**config.mk**
```make
export PLATFORM = sky130hd
export DESIGN_NAME = stable_priority_queue
export DESIGN_NICKNAME = d
export VERILOG_FILES = /design/src/design/spq_pkg.sv /design/src/design/spq_ctrl.sv /design/src/design/spq_datapath.sv /design/src/design/stable_priority_queue.sv
export SDC_FILE = /design/constraint.sdc
export NUM_CORES = 2
export LEC_CHECK = 0
export BUFFER_PORTS_ARGS = -buffer_cell sky130_fd_sc_hd__buf_2
export CORE_UTILIZATION = 45
export DETAILED_ROUTE_END_ITERATION = 8
export SETUP_SLACK_MARGIN = 0.05
export SYNTH_ARGS = -nofsm -noshare
export SYNTH_HDL_FRONTEND = slang
export SYNTH_SLANG_ARGS = --single-unit
```
**constraint.sdc**
```tcl
create_clock -name clk -period 7.22 [get_ports clk]
set_input_delay 0.361 -clock clk [delete_from_list [all_inputs] [get_ports clk]]
set_output_delay 0.361 -clock clk [all_outputs]
set_load 0.05 [all_outputs]
```
**src/design/spq_pkg.sv**
```systemverilog
`timescale 1ns / 1ps
`default_nettype none

package spq_pkg;

  // Operation codes carried in the func field.
  localparam logic FUNC_INSERT = 1'b0;
  localparam logic FUNC_REMOVE = 1'b1;

  // Result status codes.
  localparam logic [1:0] ST_DONE  = 2'd0;
  localparam logic [1:0] ST_EMPTY = 2'd1;
  localparam logic [1:0] ST_FULL  = 2'd2;

  // One request item.
  typedef struct packed {
    logic               func;
    logic signed [31:0] item_value;
    logic        [15:0] item_priority;
  } in_t;

  // One result item.
  typedef struct packed {
    logic signed [31:0] out_value;
    logic        [15:0] out_priority;
    logic        [1:0]  status;
    logic        [4:0]  fill_count;
  } out_t;

  // Datapath operation selected by the controller.
  typedef enum logic [2:0] {
    OP_NONE,
    OP_INSERT,
    OP_REMOVE,
    OP_REFUSE_FULL,
    OP_REFUSE_EMPTY
  } op_t;

  // Controller to datapath commands.
  typedef struct packed {
    logic load;
    op_t  op;
  } cmd_t;

  // Datapath to controller status.
  typedef struct packed {
    logic func;
    logic full;
    logic empty;
  } stat_t;

endpackage

`default_nettype wire

```
**src/design/spq_ctrl.sv**
```systemverilog
`timescale 1ns / 1ps
`default_nettype none

module spq_ctrl (
  input  wire logic           clk,
  input  wire logic           rst_n,
  input  wire logic           in_valid,
  output logic                in_ready,
  output logic                out_valid,
  input  wire logic           out_ready,
  output spq_pkg::cmd_t       cmd,
  input  wire spq_pkg::stat_t stat
);
  import spq_pkg::*;

  typedef enum logic [2:0] {
    S_IDLE = 3'b001,
    S_EXEC = 3'b010,
    S_OUT  = 3'b100
  } state_t;

  state_t state_r, state_nxt;

  // State register.
  always_ff @(posedge clk) begin
    if (!rst_n) begin
      state_r <= S_IDLE;
    end else begin
      state_r <= state_nxt;
    end
  end

  // Sequencing and command decode.
  always_comb begin
    state_nxt = state_r;
    in_ready  = 1'b0;
    out_valid = 1'b0;
    cmd.load  = 1'b0;
    cmd.op    = OP_NONE;
    case (state_r)
      S_IDLE: begin
        in_ready = 1'b1;
        cmd.load = in_valid;
        if (in_valid) begin
          state_nxt = S_EXEC;
        end
      end
      S_EXEC: begin
        if (stat.func == FUNC_INSERT) begin
          cmd.op = stat.full ? OP_REFUSE_FULL : OP_INSERT;
        end else begin
          cmd.op = stat.empty ? OP_REFUSE_EMPTY : OP_REMOVE;
        end
        state_nxt = S_OUT;
      end
      S_OUT: begin
        out_valid = 1'b1;
        if (out_ready) begin
          state_nxt = S_IDLE;
        end
      end
      default: begin
        state_nxt = S_IDLE;
      end
    endcase
  end

endmodule

`default_nettype wire

```
**src/design/spq_datapath.sv**
```systemverilog
`timescale 1ns / 1ps
`default_nettype none

module spq_datapath #(
  parameter int DEPTH         = 16,
  parameter int PRIORITY_BITS = 16
) (
  input  wire logic           clk,
  input  wire logic           rst_n,
  input  wire spq_pkg::in_t   in_data,
  input  wire spq_pkg::cmd_t  cmd,
  output spq_pkg::stat_t      stat,
  output spq_pkg::out_t       out_data
);
  import spq_pkg::*;

  localparam int CW = $clog2(DEPTH + 1);

  // Sorted cell row, head at index zero.
  logic signed [31:0]            val_r [DEPTH];
  logic signed [31:0]            val_nxt [DEPTH];
  logic [PRIORITY_BITS-1:0]      pri_r [DEPTH];
  logic [PRIORITY_BITS-1:0]      pri_nxt [DEPTH];
  logic [CW-1:0]                 count_r, count_nxt;
  in_t                           req_r;
  out_t                          out_r, out_nxt;

  logic [PRIORITY_BITS-1:0]      new_pri;
  logic [DEPTH-1:0]              le;
  logic [DEPTH-1:0]              take_new;

  assign new_pri = PRIORITY_BITS'(req_r.item_priority);

  // Per-cell compare: held and not behind the new entry.
  always_comb begin
    for (int i = 0; i < DEPTH; i++) begin
      le[i] = (CW'(i) < count_r) && (pri_r[i] <= new_pri);
    end
    take_new[0] = 1'b1;
    for (int i = 1; i < DEPTH; i++) begin
      take_new[i] = le[i-1];
    end
  end

  assign stat.func  = req_r.func;
  assign stat.full  = (count_r == CW'(DEPTH));
  assign stat.empty = (count_r == '0);

  // Next cell contents, count and result.
  always_comb begin
    for (int i = 0; i < DEPTH; i++) begin
      val_nxt[i] = val_r[i];
      pri_nxt[i] = pri_r[i];
    end
    count_nxt = count_r;
    out_nxt   = out_r;
    case (cmd.op)
      OP_INSERT: begin
        // Cells ahead keep, the first cell behind takes the new entry,
        // the rest shift one place toward the tail.
        for (int i = 0; i < DEPTH; i++) begin
          if (!le[i]) begin
            if (take_new[i] || i == 0) begin
              val_nxt[i] = req_r.item_value;
              pri_nxt[i] = new_pri;
            end else begin
              val_nxt[i] = val_r[(i > 0) ? i - 1 : 0];
              pri_nxt[i] = pri_r[(i > 0) ? i - 1 : 0];
            end
          end
        end
        count_nxt              = count_r + CW'(1);
        out_nxt.out_value      = '0;
        out_nxt.out_priority   = '0;
        out_nxt.status         = ST_DONE;
        out_nxt.fill_count     = 5'(count_r + CW'(1));
      end
      OP_REMOVE: begin
        // Every cell but the last takes its tail-side neighbor.
        for (int i = 0; i < DEPTH - 1; i++) begin
          val_nxt[i] = val_r[i+1];
          pri_nxt[i] = pri_r[i+1];
        end
        count_nxt              = count_r - CW'(1);
        out_nxt.out_value      = val_r[0];
        out_nxt.out_priority   = 16'(pri_r[0]);
        out_nxt.status         = ST_DONE;
        out_nxt.fill_count     = 5'(count_r - CW'(1));
      end
      OP_REFUSE_FULL: begin
        out_nxt.out_value      = '0;
        out_nxt.out_priority   = '0;
        out_nxt.status         = ST_FULL;
        out_nxt.fill_count     = 5'(count_r);
      end
      OP_REFUSE_EMPTY: begin
        out_nxt.out_value      = '0;
        out_nxt.out_priority   = '0;
        out_nxt.status         = ST_EMPTY;
        out_nxt.fill_count     = 5'(count_r);
      end
      default: begin
      end
    endcase
  end

  // Entry count is the only state that reset clears.
  always_ff @(posedge clk) begin
    if (!rst_n) begin
      count_r <= '0;
    end else begin
      count_r <= count_nxt;
    end
  end

  // Cells, request and result registers.
  always_ff @(posedge clk) begin
    for (int i = 0; i < DEPTH; i++) begin
      val_r[i] <= val_nxt[i];
      pri_r[i] <= pri_nxt[i];
    end
    out_r <= out_nxt;
    if (cmd.load) begin
      req_r <= in_data;
    end
  end

  assign out_data = out_r;

endmodule

`default_nettype wire

```
**src/design/stable_priority_queue.sv**
```systemverilog
`timescale 1ns / 1ps
`default_nettype none

// Channel  Direction  Handshake              Payload
// in       input      in_valid / in_ready    in_data   (spq_pkg::in_t)
// out      output     out_valid / out_ready  out_data  (spq_pkg::out_t)
//
// Each request passes the idle state (transfer in), the execute state (every
// cell compares and shifts in parallel) and the output state (result shown).
// A new request is taken once the previous result has been transferred out.
// Reset clears the entry count and sequencer state only; cells need no clearing.
// While out_ready is low the result holds and in_ready stays low.
module stable_priority_queue #(
  parameter int DEPTH         = 16,
  parameter int PRIORITY_BITS = 16
) (
  input  wire logic          clk,
  input  wire logic          rst_n,
  input  wire logic          in_valid,
  output logic               in_ready,
  input  wire spq_pkg::in_t  in_data,
  output logic               out_valid,
  input  wire logic          out_ready,
  output spq_pkg::out_t      out_data
);
  import spq_pkg::*;

  cmd_t  cmd;
  stat_t stat;

  // Sequencer.
  spq_ctrl u_ctrl (
    .clk       (clk),
    .rst_n     (rst_n),
    .in_valid  (in_valid),
    .in_ready  (in_ready),
    .out_valid (out_valid),
    .out_ready (out_ready),
    .cmd       (cmd),
    .stat      (stat)
  );

  // Sorted cell row and result register.
  spq_datapath #(
    .DEPTH         (DEPTH),
    .PRIORITY_BITS (PRIORITY_BITS)
  ) u_datapath (
    .clk      (clk),
    .rst_n    (rst_n),
    .in_data  (in_data),
    .cmd      (cmd),
    .stat     (stat),
    .out_data (out_data)
  );

endmodule

`default_nettype wire

```
==> run metrics <==
hold_buf cts 53; initial antenna violation count 3; P&R area growth vs syn 11.3%; fin. max-slew vios 0; PD cells 220 nW/µm²; DRT Pass-1 Iters 9; fraction of synthesized area in multiplexers 1.11%; final wirelength 199,000 µm; CTS Buffer Depth 3; WS Path Type reg2reg; htree depth 3; vias in the first global route 38,100; Synth cell types 67; ratio of cells with drive above 1 in the final layout 19.5%; DRC viols 0; CP startpoint kind flop; DR iter-0 viols 6,890; fin cells 5,528; top_reg_cell synth edfxtp_1; YS warnings 0; Synth Register Bits 880; Slew @ Worst Pin 1.35 ns; Top-Level Pins 110; main combinational cell family by area after synthesis compound AO/OA/AOI/OAI gates; DPL Wire Length 112,000 µm; Rel. slew slack 9.76%; Final Skew 0.0431 ns; Resized Gates After CTS 0; most frequent CP cell nand4_1; static leakage 0.0190 µW; sequential-to-total area share from yosys stat 54.0%; Nets 4,357; placed cell count 5,295; slowest stage cell, crit path o21a_2; FP Rows 120; gr ovfl total 0; Post-Syn Area 48,800 µm²; post-synthesis adder-cell area fraction 6.64%; XOR/XNOR Fraction of Synth Area 0.108%; placed cell area 50,600 µm²; critical path fanouts, max 49; first-pass GRT wire length 281,000 µm; minimum clock period after layout 5.37 ns; die width 331 µm; Detail Route Antenna Nets 0; Max IR drop VDD 0.174 mV; Final Hold Viols 0; via count 40,300; synth cell count leaders edfxtp_1 (872), o221a_2 (372), nand2_1 (320); compound-cell area share of the yosys netlist 25.0%; Final Cycle Share 74.3%; CP Cell Sequence inv_1, ha_1, and4_1, nand4_1, a21o_1, nand4_1, a211o_4, o21a_2, buf_4; CTS Root Cell clkbuf_16; maxcap violations 0; Area contributors post-synth edfxtp_1 (54%), o221a_2 (8.6%), ha_1 (6.6%); post-route setup TNS 0 ns; top-area cell type share of the netlist area 53.6%; status completed; Total GRT Usage 35.2%; DR WL/cell 36.1 µm; initial core utilization 45.5%; max incr delay on CP 0.93 ns; FFs w/ async S/R, synth 0%; port buffer count 109; average cell area after synthesis 12.0 µm²; Simple-Gate Fraction of Synth Area 8.09%; most common cell in the synthesized netlist edfxtp_1; final setup fails 0; Worst-path clk slew 0.06 ns; data required time of the worst path 7.57 ns; RSZ-0062 raised after global routing false; core area 107,000 µm²; register area 26,300 µm²; CTS Sinks 880; Post-synth EDFFs 872; f_max 186 MHz; syn nets 4,393; pin count of the biggest net entering global routing 176; Skew-Pair Late Insertion Delay 0.72 ns; Buf/Inv on CP 2; WP data arrival 5.72 ns; Die ar. 110,000 µm²; crit end category flop; fill cell count 9,297; Final Cell Area 54,300 µm²; Die H 331 µm; vias per inst 7.29; Worst Hold Class in2reg; TritonCTS clock tree built; dominant cell type by area after synthesis edfxtp_1; area occupied by multi-input gates 20,400 µm²; Post-CTS Setup Bufs 0; CP top delay family compound AO/OA/AOI/OAI gates; RePlAce Congestion 1.01; CTS buffer count 98; Cells after Synth 4,081
## stage by stage
step	worst slack, ns	util [%]	hold WS [ns]	power [µW]
after global placement	2.33	47.1	0.529	6720
after floorplan	1.67	-	0.437	6360
after CTS	2.12	50.6	0.326	11900
after detailed placement	2.17	47.1	0.532	6740
after global routing	1.86	50.6	0.350	12200
final	1.85	50.6	0.366	11900
## registers in the layout, summed over array words and instances, names as in the netlist
register / count
u_datapath.new_pri: 16
u_datapath.out_data: 55
u_datapath.val_r: 512
u_datapath.pri_r: 256
u_ctrl.state_r: 3
u_datapath.count_r: 5
u_datapath.stat: 1
u_datapath.req_r: 32
## worst reg2reg max path, cell delays in order, from the launching register on
cell and delay, ns:
edfxtp_1 0.67, inv_1 0.53, ha_1 0.49, and4_1 0.35, nand4_1 0.20, a21o_1 0.22, nand4_1 0.15, a211o_4 0.91
o21a_2 0.95, buf_4 0.54
## power breakdown
part           switching, µW  total [µW]  internal (µW)
clock                   2240        5240           3000
combinational            617         908            291
sequential               121        5790           5660
## layout by cell type, fill, tap and decap left out, types with 19 or more instances in the layout
master         netlist  final
buf_2              117    109
edfxtp_1           872    872
inv_1              228    228
buf_4                1     64
a21oi_1            113    106
nand2b_1            53     52
o221a_2            372    372
nand3_1             33     28
dlygate4sd3_1        0     53
nand4_1             35     35
and2_1              54     52
a21o_1              21     21
nor2b_1             20     19
nor2_1             186    182
clkbuf_16            0     99
o22ai_1            193    193
mux2_2              45     45
clkbuf_1           221     24
nand2_1            320    311
o221a_1             60     60
o22a_1             235    235
a221oi_1           145    145
o21ai_0            152    152
a222oi_1            48     48
a211oi_1            24     22
ha_1               259    259
nor3_1              74     73
## final timing paths
check / startpoint / to / slack, ns / cells past startpoint
setup reg to reg: u_datapath.new_pri[13] / u_datapath.val_r[0][227] / 1.85 / 9
hold reg to reg: u_datapath.val_r[0][39] / u_datapath.val_r[0][7] / 0.54 / 2
hold / removal: in_data[22] / u_datapath.req_r[22] / 0.37 / 2
setup / recovery: u_datapath.new_pri[13] / u_datapath.val_r[0][227] / 1.85 / 9
## layout make-up
class | instances | area share [%]
antenna | 1 | 0.00461
clock buffer | 124 | 4.75
clock inverter | 55 | 1.22
inverter | 228 | 1.57
multi-input combinational | 2602 | 37.5
sequential | 880 | 48.5
tap | 1403 | 3.23
timing repair buffer | 235 | 3.20
## metal layers
| layer | vias up | wire length, µm | global-route usage (%) |
|---|---|---|---|
| met4 | 2 | 12100 | 18.4 |
| met3 | 604 | 23300 | 7.38 |
| met2 | 3142 | 85300 | 51.9 |
| met5 | - | 30 | 0 |
| met1 | 20000 | 78700 | 48.8 |
| li1 | 16500 | - | - |
## logic make-up after synthesis
logic type	after synthesis
fa+ha+maj	259
flops	880
buf+inv	599
simple gates	841
xor+xnor	6
mux	48
compound gates	1448
No activity file was read; power rests on OpenSTA's default activity.
